### config.mk
export PLATFORM = sky130hd
export DESIGN_NAME = wti_fifo
export DESIGN_NICKNAME = d
export VERILOG_FILES = /design/src/design/waypoint_track_interpolator_assert.svh /design/src/design/wti_pkg.sv /design/src/design/wti_fifo.sv
export SDC_FILE = /design/constraint.sdc
export NUM_CORES = 1
export LEC_CHECK = 0
export BUFFER_PORTS_ARGS = -buffer_cell sky130_fd_sc_hd__buf_2
export CAP_MARGIN = 20
export CORE_AREA = 2 2 168 104
export CTS_CLUSTER_DIAMETER = 80
export CTS_CLUSTER_SIZE = 40
export DETAILED_ROUTE_END_ITERATION = 10
export DIE_AREA = 0 0 170 106
export HOLD_SLACK_MARGIN = 0.05
export SLEW_MARGIN = 40
export SYNTH_ARGS = -nofsm -noshare
export SYNTH_HDL_FRONTEND = slang
export SYNTH_SLANG_ARGS = --single-unit
export TNS_END_PERCENT = 20
### constraint.sdc
create_clock -name clk -period 3.6 [get_ports clk]
set_input_delay 0.72 -clock clk [delete_from_list [all_inputs] [get_ports clk]]
set_output_delay 0.72 -clock clk [all_outputs]
set_load 0.02 [all_outputs]
### src/design/waypoint_track_interpolator_assert.svh
// Assertion macros for the waypoint track interpolator.
// Included by the RTL files that check their own control logic.
`ifndef WAYPOINT_TRACK_INTERPOLATOR_ASSERT_SVH
`define WAYPOINT_TRACK_INTERPOLATOR_ASSERT_SVH

// Consequent must hold in the same cycle as the antecedent.
`define WTI_ASSERT_NOW(lbl, clk_s, rst_s, ante, cons, msg) \
  lbl: assert property (@(posedge clk_s) disable iff (!rst_s) (ante) |-> (cons)) \
    else $error(msg);

// Consequent must hold in the cycle after the antecedent.
`define WTI_ASSERT_NEXT(lbl, clk_s, rst_s, ante, cons, msg) \
  lbl: assert property (@(posedge clk_s) disable iff (!rst_s) (ante) |=> (cons)) \
    else $error(msg);

`endif

### src/design/wti_pkg.sv
// Shared types and constants of the waypoint track interpolator.
// No dependencies; every other file but the assertion header imports it.
package wti_pkg;

  localparam int MAX_TARGETS   = 8;
  localparam int MAX_WAYPOINTS = 64;
  localparam int TGT_W         = $clog2(MAX_TARGETS);
  localparam int WP_W          = $clog2(MAX_WAYPOINTS);
  localparam int ADDR_W        = TGT_W + WP_W;
  localparam int TABLE_DEPTH   = MAX_TARGETS * MAX_WAYPOINTS;
  localparam int COORD_W       = 32;
  localparam int TICK_W        = 16;
  localparam int GAIN_W        = 16;
  localparam int TCNT_W        = 4;
  localparam int WCNT_W        = 7;
  localparam int CFG_IDX_W     = 2;
  localparam int CFG_DATA_W    = 16;
  localparam int QUEUE_DEPTH   = 2;
  localparam int QPTR_W        = $clog2(QUEUE_DEPTH);
  localparam int QCNT_W        = $clog2(QUEUE_DEPTH + 1);

  localparam logic [TCNT_W-1:0] TCNT_RST = TCNT_W'(1);
  localparam logic [WCNT_W-1:0] WCNT_RST = WCNT_W'(1);
  localparam logic [TICK_W-1:0] TICK_RST = TICK_W'(1);
  localparam logic [GAIN_W-1:0] GAIN_RST = GAIN_W'(256);

  typedef enum logic [1:0] {
    OP_LOAD  = 2'd0,
    OP_STEP  = 2'd1,
    OP_QUERY = 2'd2,
    OP_NONE  = 2'd3
  } opcode_t;

  typedef enum logic [CFG_IDX_W-1:0] {
    CFG_TARGET_COUNT   = 2'd0,
    CFG_WAYPOINT_COUNT = 2'd1,
    CFG_SEGMENT_TICKS  = 2'd2,
    CFG_VELOCITY_GAIN  = 2'd3
  } cfg_reg_t;

  typedef enum logic [2:0] {
    BK_IDLE,
    BK_STEP_RD,
    BK_STEP_MUL,
    BK_STEP_DIV,
    BK_STEP_WR,
    BK_STEP_END,
    BK_QRY_MUL,
    BK_QRY_OUT
  } back_state_t;

  typedef struct packed {
    opcode_t                    op;
    logic [TGT_W-1:0]           target_index;
    logic [WP_W-1:0]            waypoint_index;
    logic signed [COORD_W-1:0]  coord_x;
    logic signed [COORD_W-1:0]  coord_y;
  } cmd_t;

endpackage

### src/design/wti_fifo.sv
// Short command queue between the front and back parts.
// Depends on wti_pkg.
module wti_fifo (
  input  logic           clk,
  input  logic           rst_n,
  input  logic           push_valid,
  output logic           push_ready,
  input  wti_pkg::cmd_t  push_data,
  output logic           pop_valid,
  input  logic           pop_ready,
  output wti_pkg::cmd_t  pop_data
);
  import wti_pkg::*;

  cmd_t              mem_r [QUEUE_DEPTH];
  logic [QPTR_W-1:0] wr_ptr_r, wr_ptr_nxt;
  logic [QPTR_W-1:0] rd_ptr_r, rd_ptr_nxt;
  logic [QCNT_W-1:0] count_r, count_nxt;
  logic              do_push, do_pop;

  assign push_ready = (count_r != QCNT_W'(QUEUE_DEPTH));
  assign pop_valid  = (count_r != '0);
  assign pop_data   = mem_r[rd_ptr_r];
  assign do_push    = push_valid && push_ready;
  assign do_pop     = pop_valid && pop_ready;

  always_comb begin
    wr_ptr_nxt = wr_ptr_r;
    rd_ptr_nxt = rd_ptr_r;
    count_nxt  = count_r;
    if (do_push) begin
      wr_ptr_nxt = (wr_ptr_r == QPTR_W'(QUEUE_DEPTH - 1)) ? '0 : wr_ptr_r + 1'b1;
    end
    if (do_pop) begin
      rd_ptr_nxt = (rd_ptr_r == QPTR_W'(QUEUE_DEPTH - 1)) ? '0 : rd_ptr_r + 1'b1;
    end
    if (do_push && !do_pop) begin
      count_nxt = count_r + 1'b1;
    end else if (do_pop && !do_push) begin
      count_nxt = count_r - 1'b1;
    end
  end

  always_ff @(posedge clk) begin
    if (!rst_n) begin
      wr_ptr_r <= '0;
      rd_ptr_r <= '0;
      count_r  <= '0;
    end else begin
      wr_ptr_r <= wr_ptr_nxt;
      rd_ptr_r <= rd_ptr_nxt;
      count_r  <= count_nxt;
    end
  end

  always_ff @(posedge clk) begin
    if (do_push) begin
      mem_r[wr_ptr_r] <= push_data;
    end
  end

endmodule

# Word-level counts from Yosys, hierarchy flattened
# Memories as Yosys holds them, arrays and structs flattened. A register that Yosys moved wholly into a read port is not among the register bits.
# Index checks and enable logic that the tools add are counted.
classes:
  n_div: 0
  n_mul: 0
  bitwise: 0
  n_addsub: 4
  reduce_logical: 8
  n_eq_ne: 1
  shift: 0
  order_cmp: 0
  mux: 8
ops:
  columns: ["op", "count"]
  rows:
  - ["$mux 1", 6]
  - ["$logic_and 1x1->1", 4]
  - ["$mux 2", 2]
  - ["$reduce_bool 2->1", 2]
  - ["$add 1x1->1 const B", 2]
  - ["$add 2x1->2 const B", 1]
  - ["$logic_not 1->1", 2]
  - ["$ne 2x2->1 const B", 1]
  - ["$sub 2x1->2 const B", 1]
word_totals:
  regBits: 4
  rom_bits: 0
  latch_bits: 0
  ram_bits: 150
  out_inout_bits: 77
  n_memories: 1
mem_list:
  columns: ["memory", "words", "word_bits", "read_ports", "rd_clocked_by_memory_dff", "wr", "line", "text"]
  rows:
  - ["mem_r", 2, 75, 1, 1, 1, "wti_fifo.sv:15", "cmd_t mem_r [QUEUE_DEPTH];"]

# Longest topological paths before layout
# Gate-level depths: netlist of run 1.
logic_depth:
  word_depth: 6
  ltp_mapped: 6
  ltp_nobuf: 6

# Worst setup path before layout of run 1
# Ideal clock, no wire load.
synth_path:
  path_type: "input-to-reg"
  start: "in push_valid"
  end: "mem mem_r[1][0] (netlist bit) (enable)"
  required_time_ns: 3.158
  slack_ns: 0.636
  setup_ns: 0.442
  path_stages: 1
  arrival_ns: 2.522
  path_cell_list: "and3_1"
synth_via:
  elab_chain_len: 3
synth_lines:
  columns: ["item", "line", "text"]
  rows:
  - ["start, declared", "wti_fifo.sv:6", "input logic push_valid,"]
  - ["$logic_and 1x1->1", "wti_fifo.sv:24", "assign do_push = push_valid && push_ready;"]
  - ["$mux 1", "wti_fifo.sv:57", "if (do_push) begin"]
  - ["$mux 1 (implied by the code)", "wti_fifo.sv:58", "mem_r[wr_ptr_r] <= push_data;"]
  - ["end, declared", "wti_fifo.sv:15", null]
# Every way passes these cells.

==> results.txt, run 1 <==
status -> completed
worst-path maximum fanout -> 46
Final period util -> 76.9%
number of vias per cell -> 4.42
Crit path required time -> 2.88 ns
CTS Buf Count -> 17
Cell Chain, Critical Path -> buf_12 -> mux2_2 -> buf_2
Seq/Total Area, Yosys -> 81.3%
Synth-to-Final Area Change -> 29.4%
CP Class -> reg2out
Post-Synth Adder-Cell Area -> 0.221%
Buffers on Ports -> 155
Die X -> 170 um
CTS Buffer Depth -> 2
share of cells above drive strength 1 -> 61.7%
Root Buffer Master -> clkbuf_16
Max-cap violations -> 0
vias in the first global route -> 3014
type of element capturing the critical path -> output port
First DRT Iteration DRCs -> 177
routed wire length per instance -> 15.9 um
Mean Syn Cell Area -> 22.0 um^2
Yosys top cell area share -> 79.5%
Starting Density -> 34.0%
CTS H-tree depth -> 4
Pwr per Cell Area -> 763 mW/mm^2
synthesized area -> 0.00567 mm^2
initial antenna violation count -> 1
Min-Delay Path Class -> in2reg
hold path startpoint -> push_data[26]
nets -> 506
VDD IR max -> 0.310 mV
HPWL Detailed -> 6860 um
Detail Route Antenna Nets -> 0
post-CTS setup buffers -> 0
# hold bufs at CTS -> 0
CTS tree -> yes
Pwr Total -> 5590 uW
DIE HEIGHT -> 106 um
CP max stage delay -> 0.78 ns
combinational family with the most area after synthesis -> multiplexers
clk slew on worst S/H paths -> 0.07 ns
Synth Register Bits -> 155
RSZ-0062 raised after global routing -> false
Max Transition Viols Final -> 0
clk_skew -> 0.00784 ns
Hold WS -> 0.488 ns
final wirelength -> 10400 um
post-route minimum period -> 2.77 ns
Synth Area in XOR/XNOR -> 0.464%
antenna cells -> 0
core area -> 0.0167 mm^2
Sink Count -> 155
syn_nets -> 337
Via Count -> 2889
Fin. Hold Viols -> 0
Final GP Congestion -> 0.708
Worst R2R Path Depth -> 4
R2R Setup Slk -> 1.77 ns
Hold Crit Depth -> 1
GRT Total Usage -> 11.8%
Ys Warns -> 0
largest net degree at the start of global routing -> 48
Worst Setup Start Kind -> register
critical path's slowest cell -> dfxtp_4
Worst-Skew Late Latency -> 0.42 ns
Std-Cell Rows -> 37
Reg-to-Reg Start -> count_r[0]$_SDFFE_PN0P_
largest cells by area after synthesis -> edfxtp_1 80%, mux2_2 15%, dfxtp_1 1.8%, buf_6 0.99%, and2_1 0.44%
Die ar. -> 0.0180 mm^2
CTS resizes -> 0
global-route wire length before repair -> 15700 um
DRT Pass-1 Iters -> 4
final routed DRC violation total -> 0
cell taking the most area after synthesis -> edfxtp_1
GRT Residual Overflow -> 0
Fmax -> 361 MHz
# IOs -> 156
Synth Area in Simple Gates -> 1.15%
Slew @ Worst Pin -> 0.668 ns
static leakage -> 0.00271 uW
post-route setup TNS -> 0 ns
Data arrival, critical path -> 2.05 ns
Synth Area in Compound Gates -> 0.618%
final setup violation count -> 0
synth unique cells -> 21
Worst R2R End -> mem_r[0][65]$_DFFE_PP_
mux contribution to synthesized area -> 14.9%
cell count after synthesis -> 257
Rel. slew slack -> 55.4%
Worst Hold End -> mem_r[1][26]$_DFFE_PP_
[metrics by stage]
stage	std cells	util, %	cell area (um^2)	setup slack (ns)
5_1_grt	653	44.0	7330	0.708
3_5_place_dp	621	40.2	6710	1.22
4_1_cts	653	44.0	7330	0.747
2_1_floorplan	257	-	5670	0.636
6_report	653	44.0	7330	0.832
3_3_place_gp	620	40.1	6690	1.23
[where the power goes]
part | internal [uW] | leakage [uW] | switching (uW) | total, uW
Sequential | 2260 | 0.00144 | 132 | 2390
Clock | 1120 | 0.000301 | 757 | 1880
Combinational | 568 | 0.000968 | 763 | 1330
Total | 3940 | 0.00271 | 1650 | 5590
[registers in the layout (all words and copies together), names as in the netlist, named ones only]
register and flops:
mem_r 150, wr_ptr_r 1, count_r 2, rd_ptr_r 1
[how the worst max path moves through the flow]
stage | depth (start not counted) | endpoint | slack (ns)
global route | 3 | pop_data[51] | 0.71
global placement | 3 | pop_data[51] | 1.23
CTS | 3 | pop_data[51] | 0.75
finish | 3 | pop_data[51] | 0.83
floorplan | 1 | mem_r[1][0]$_DFFE_PP_ | 0.64
detailed placement | 3 | pop_data[51] | 1.22
[per-layer routing]
layer / up-vias / routed length [um] / GRT usage (%)
met1: 1418 / 4640 / 14.3
met5: - / 13 / 0
met3: 17 / 816 / 5.51
li1: 1356 / - / -
met2: 96 / 4770 / 18.5
met4: 2 / 147 / 4.27
[critical path, delay by kind of cell (launching register included)]
kind     cells  cell delay [ns]
buf+inv      2             0.46
mux          1             0.38
flops        1             0.78
[placed cells by master, fill, tap and decap left out, drive strengths merged]
| master | n |
|---|---|
| buf | 158 |
| nand3b | 1 |
| or2 | 1 |
| and2 | 4 |
| dfxtp | 5 |
| ha | 1 |
| a21boi | 2 |
| xor2 | 1 |
| or3 | 1 |
| inv | 8 |
| o21ai | 2 |
| clkinv | 3 |
| bufinv | 3 |
| nand2b | 1 |
| clkbuf | 17 |
| a21bo | 1 |
| edfxtp | 150 |
| and3 | 1 |
| clkinvlp | 2 |
| xnor2 | 2 |
| mux2 | 75 |
[cell families after synthesis]
logic type / after synthesis
compound gates: 5
xor+xnor: 3
fa+ha+maj: 1
buf+inv: 9
flops: 155
mux: 75
simple gates: 9
[cell usage after synthesis, drive strengths merged]
cell	count
o21ai	2
a21bo	1
ha	1
and2	4
xnor2	2
and3	1
buf	8
dfxtp	5
mux2	75
or3	1
or2	1
nand3b	1
inv	1
a21boi	2
xor2	1
nand2b	1
edfxtp	150
[final cells by class]
class / count / area, um^2
Clock inverter: 15 / 200
Timing Repair Buffer: 158 / 836
Clock buffer: 17 / 425
Fill cell: 1494 / 9340
Inverter: 1 / 5.00
Multi-Input combinational cell: 93 / 988
Sequential cell: 155 / 4610
Tap cell: 214 / 268
(Power assumes the default switching activity.)
==> run 2, diff against run 1 <==
==> constraint.sdc (replaced) <==
create_clock -name clk -period 2.5 [get_ports clk]
set_input_delay 0.5 -clock clk [delete_from_list [all_inputs] [get_ports clk]]
set_output_delay 0.5 -clock clk [all_outputs]
set_load 0.02 [all_outputs]
==> results.txt, run 2 (synthesized netlist as in run 1, its figures left out) <==
Std-Cell Rows -> 37 (unchanged)
CP Class -> reg2out
core area -> 0.0167 mm^2 (unchanged)
Pwr per Cell Area -> 1070 mW/mm^2 (+40%)
Buffers on Ports -> 155 (unchanged)
Slew @ Worst Pin -> 0.438 ns (-0.230 ns)
Data arrival, critical path -> 1.84 ns (-0.21 ns)
CTS resizes -> 0 (unchanged)
largest net degree at the start of global routing -> 76 (+58%)
CTS H-tree depth -> 4 (unchanged)
VDD IR max -> 0.481 mV (+55%)
First DRT Iteration DRCs -> 143 (-19%)
clk slew on worst S/H paths -> 0.06 ns (about the same)
Worst Setup Start Kind -> register
Sink Count -> 155 (unchanged)
# hold bufs at CTS -> 0 (unchanged)
top flop regs -> mem_r x150, count_r x2
post-route minimum period -> 2.34 ns
Pwr Total -> 7810 uW (+40%)
Max-cap violations -> 0 (unchanged)
type of element capturing the critical path -> output port
final setup violation count -> 0 (unchanged)
global-route wire length before repair -> 16100 um (+2.6%)
Starting Density -> 34.0% (unchanged)
CTS tree -> yes
final wirelength -> 10600 um (+1.7%)
Min-Delay Path Class -> in2reg
GRT Total Usage -> 12.0% (+0.21 points)
Root Buffer Master -> clkbuf_16
Fmax -> 428 MHz
CTS Buf Count -> 17 (unchanged)
static leakage -> 0.00268 uW (-1.1%)
GRT Residual Overflow -> 0 (unchanged)
Die X -> 170 um (unchanged)
Final period util -> 93.4%
Rel. slew slack -> 70.8% (+15 points)
clk_skew -> 0.00752 ns (-0.000313 ns)
HPWL Detailed -> 6790 um (-0.98%)
initial antenna violation count -> 2 (+1)
most frequent cells in the layout -> 155 x buf_2, 150 x edfxtp_1, 75 x mux2_2
final routed DRC violation total -> 0 (unchanged)
most flop-heavy register -> mem_r
status -> completed
Largest register FFs -> 150 (unchanged)
Hold WS -> 0.273 ns (-0.215 ns)
Synth-to-Final Area Change -> 28.6%
Detail Route Antenna Nets -> 0 (unchanged)
Die ar. -> 0.0180 mm^2 (unchanged)
DIE HEIGHT -> 106 um (unchanged)
Final GP Congestion -> 0.730 (+3.0%)
Crit path required time -> 2.00 ns (-0.88 ns)
RSZ-0062 raised after global routing -> false
Via Count -> 2896 (+0.24%)
Max Transition Viols Final -> 0 (unchanged)
DRT Pass-1 Iters -> 3 (-1)
number of vias per cell -> 4.43 (+0.24%)
# IOs -> 156 (unchanged)
nets -> 507 (+0.20%)
post-route setup TNS -> 0 ns (unchanged)
worst-path maximum fanout -> 21 (-54%)
commonest non-fill, non-tap cell in the layout -> buf_2
routed wire length per instance -> 16.2 um (+1.7%)
Fin. Hold Viols -> 0 (unchanged)
share of cells above drive strength 1 -> 61.0% (-0.68 points)
vias in the first global route -> 3129 (+3.8%)
Worst-Skew Late Latency -> 0.41 ns (about the same)
antenna cells -> 0 (unchanged)
CTS Buffer Depth -> 2 (unchanged)
post-CTS setup buffers -> 0 (unchanged)
==> run 2: cell count changes in the layout (fill, tap and decap cells not counted), sizes merged <==
cell,before,now
bufinv,3,2
buf,158,159
clkinvlp,2,4
inv,8,3
clkinv,3,6
==> run 2: cell type report <==
class | instances | area (um^2)
Tap cell | 214 | 268
Clock inverter | 14 | 145
Clock buffer | 17 | 425
Inverter | 1 | 5.00
Sequential cell | 155 | 4610
Timing Repair Buffer | 159 | 843
Fill cell | 1490 | 9380
Multi-Input combinational cell | 93 | 988
==> run 2: worst max-delay path, stage by stage, from the launching register on <==
cell     delay, ns
dfxtp_4       0.52
buf_4         0.35
mux2_2        0.39
buf_2         0.16
==> run 2: worst paths after layout <==
path,depth (start not counted),slack [ns],start,end
min,1,0.27,push_data[47],mem_r[0][47]$_DFFE_PP_
max reg2reg,5,0.89,count_r[0]$_SDFFE_PN0P_,count_r[1]$_SDFFE_PN0P_
max,3,0.16,register,pop_data[24]
min reg2reg,2,0.57,count_r[1]$_SDFFE_PN0P_,count_r[1]$_SDFFE_PN0P_
==> run 2: power breakdown <==
group / internal [uW] / switching, uW / leakage, uW
Combinational: 824 / 1160 / 0.000974
Sequential: 3250 / 130 / 0.00144
Clock: 1460 / 982 / 0.000265
Total: 5540 / 2270 / 0.00268
==> run 2: routing by layer <==
layer | vias up | wire [um] | GRT usage [%] | part of all wire (%)
met1 | 1401 | 4560 | 14.1 | 43
met3 | 18 | 1040 | 6.59 | 9.9
met2 | 110 | 4790 | 18.7 | 45
li1 | 1363 | - | - | -
met4 | 4 | 144 | 4.27 | 1.4
met5 | - | 26 | 0 | 0.25
==> run 2: per-stage QoR <==
| stage | worst slack [ns] | utilization, % | cell area (um^2) | std cells |
|---|---|---|---|---|
| global placement | 0.591 | 40.3 | 6710 | 622 |
| floorplan | -0.0776 | - | 5670 | 257 |
| detailed placement | 0.570 | 40.3 | 6710 | 622 |
| finish | 0.164 | 43.7 | 7280 | 653 |
| CTS | 0.116 | 43.7 | 7280 | 653 |
| global route | 0.0730 | 43.7 | 7280 | 653 |
==> run 3, diff against run 2 <==
--- a/config.mk
+++ b/config.mk
@@ -13,6 +13,7 @@
 export DETAILED_ROUTE_END_ITERATION = 10
 export DIE_AREA = 0 0 170 106
 export HOLD_SLACK_MARGIN = 0.05
+export RECOVER_POWER = 25
 export SLEW_MARGIN = 40
 export SYNTH_ARGS = -nofsm -noshare
 export SYNTH_HDL_FRONTEND = slang
==> results.txt, run 3 (synthesized netlist as in run 1, its figures left out) <==
Cell Area, Placed -> 0.00671 mm^2 (unchanged)
Sink Count -> 155 (unchanged)
vias in the first global route -> 3129 (unchanged)
post-CTS setup buffers -> 0 (unchanged)
CTS Buf Count -> 17 (unchanged)
Worst R2R Path Depth -> 5 (unchanged)
nets -> 507 (unchanged)
clk_skew -> 0.00752 ns (+0.0000000600 ns)
Cell Chain, Critical Path -> buf_4 -> mux2_2 -> buf_2
core area -> 0.0167 mm^2 (unchanged)
CP max stage delay -> 0.52 ns (about the same)
top flop regs -> mem_r x150, count_r x2
type of element capturing the critical path -> output port
WP buf/inv -> 2 (unchanged)
Starting Density -> 34.0% (unchanged)
RSZ-0062 raised after global routing -> false
GRT Residual Overflow -> 0 (unchanged)
final setup violation count -> 0 (unchanged)
Max-cap violations -> 0 (unchanged)
largest net degree at the start of global routing -> 76 (unchanged)
First DRT Iteration DRCs -> 130 (-9.1%)
most flop-heavy register -> mem_r
Min-Delay Path Class -> in2reg
critical path's slowest cell -> dfxtp_4
Die X -> 170 um (unchanged)
# fillers -> 1496 (+0.40%)
CTS tree -> yes
R2R Setup Slk -> 0.89 ns (about the same)
Data arrival, critical path -> 1.84 ns (about the same)
# hold bufs at CTS -> 0 (unchanged)
CP Class -> reg2out
DRT Pass-1 Iters -> 3 (unchanged)
global-route wire length before repair -> 16100 um (unchanged)
Hold Crit Depth -> 1 (unchanged)
GRT Total Usage -> 12.0% (unchanged)
CTS Buffer Depth -> 2 (unchanged)
most frequent cells in the layout -> 150 x edfxtp_1, 133 x buf_2, 75 x mux2_2
final wirelength -> 10600 um (about the same)
critical path depth -> 3 (unchanged)
static leakage -> 0.00262 uW (-2.3%)
status -> completed
final routed DRC violation total -> 0 (unchanged)
Detail Route Antenna Nets -> 0 (unchanged)
clk slew on worst S/H paths -> 0.06 ns (about the same)
Fmax -> 428 MHz (about the same)
Final period util -> 93.4% (about the same)
DIE HEIGHT -> 106 um (unchanged)
routed wire length per instance -> 16.2 um (about the same)
number of vias per cell -> 4.43 (-0.14%)
Std-Cell Rows -> 37 (unchanged)
Root Buffer Master -> clkbuf_16
antenna cells -> 0 (unchanged)
Final GP Congestion -> 0.730 (unchanged)
CTS H-tree depth -> 4 (unchanged)
CP top delay family -> flip-flops
Max Transition Viols Final -> 0 (unchanged)
Die ar. -> 0.0180 mm^2 (unchanged)
Worst-Skew Late Latency -> 0.41 ns (about the same)
Pwr per Cell Area -> 1080 mW/mm^2 (+0.30%)
commonest non-fill, non-tap cell in the layout -> edfxtp_1
VDD IR max -> 0.484 mV (+0.58%)
post-route setup TNS -> 0 ns (unchanged)
Final Cell Area -> 0.00726 mm^2 (-0.38%)
Slew @ Worst Pin -> 0.437 ns (-0.00152 ns)
initial antenna violation count -> 1 (-1)
CTS resizes -> 0 (unchanged)
# IOs -> 156 (unchanged)
worst-path maximum fanout -> 21 (unchanged)
Largest register FFs -> 150 (unchanged)
Buffers on Ports -> 155 (unchanged)
Worst Setup Start Kind -> register
share of cells above drive strength 1 -> 56.0% (-5.0 points)
Via Count -> 2892 (-0.14%)
Rel. slew slack -> 70.9% (+0.10 points)
post-route minimum period -> 2.34 ns (+0.000144 ns)
Fin. Hold Viols -> 0 (unchanged)
Synth-to-Final Area Change -> 28.1%
Crit path required time -> 2.00 ns (about the same)
HPWL Detailed -> 6790 um (unchanged)
run 3: cell types whose count changed in the layout (fill, tap and decap cells not counted), sizes merged:
cell	change
buf	-21
clkbuf	+21
run 3: routing by layer:
| layer | part of all wire [%] | wire length [um] | vias up | GRT usage, % |
|---|---|---|---|---|
| met5 | 0.11 | 12 | - | 0 |
| met3 | 10 | 1060 | 16 | 6.59 |
| met1 | 43 | 4540 | 1401 | 14.1 |
| met2 | 45 | 4800 | 110 | 18.7 |
| met4 | 1.4 | 144 | 2 | 4.27 |
| li1 | - | - | 1363 | - |
run 3: cell type report:
type	count	area (um^2)	area share, %
clock buffers	17	425	5.86
clock inverters	14	145	2.00
inverters	1	5.00	0.0690
multi-input cells	93	988	13.6
flip-flops and latches	155	4610	63.5
well taps	214	268	3.69
repair buffers	159	816	11.2
run 3: path summary, 6_finish.rpt:
path                      startpoint                 endpoint
min reg2reg  count_r[1]$_SDFFE_PN0P_  count_r[1]$_SDFFE_PN0P_
max                         register             pop_data[24]
min                    push_data[47]   mem_r[0][47]$_DFFE_PP_
max reg2reg  count_r[0]$_SDFFE_PN0P_  count_r[1]$_SDFFE_PN0P_
run 3: power by group:
group | switching (uW) | internal (uW)
clock | 981 | 1460
sequential | 130 | 3250
combinational | 1160 | 820
total | 2270 | 5530
run 3: per-stage QoR:
stage | total power (uW) | hold slack [ns] | setup slack (ns) | std cells | utilization [%]
floorplan | 4820 | 0.512 | -0.0776 | 257 | -
global placement | 5420 | 0.535 | 0.591 | 622 | 40.3
detailed placement | 5450 | 0.561 | 0.570 | 622 | 40.3
CTS | 7940 | 0.252 | 0.116 | 653 | 43.7
global route | 8150 | 0.256 | 0.0730 | 653 | 43.5
finish | 7800 | 0.273 | 0.164 | 653 | 43.5
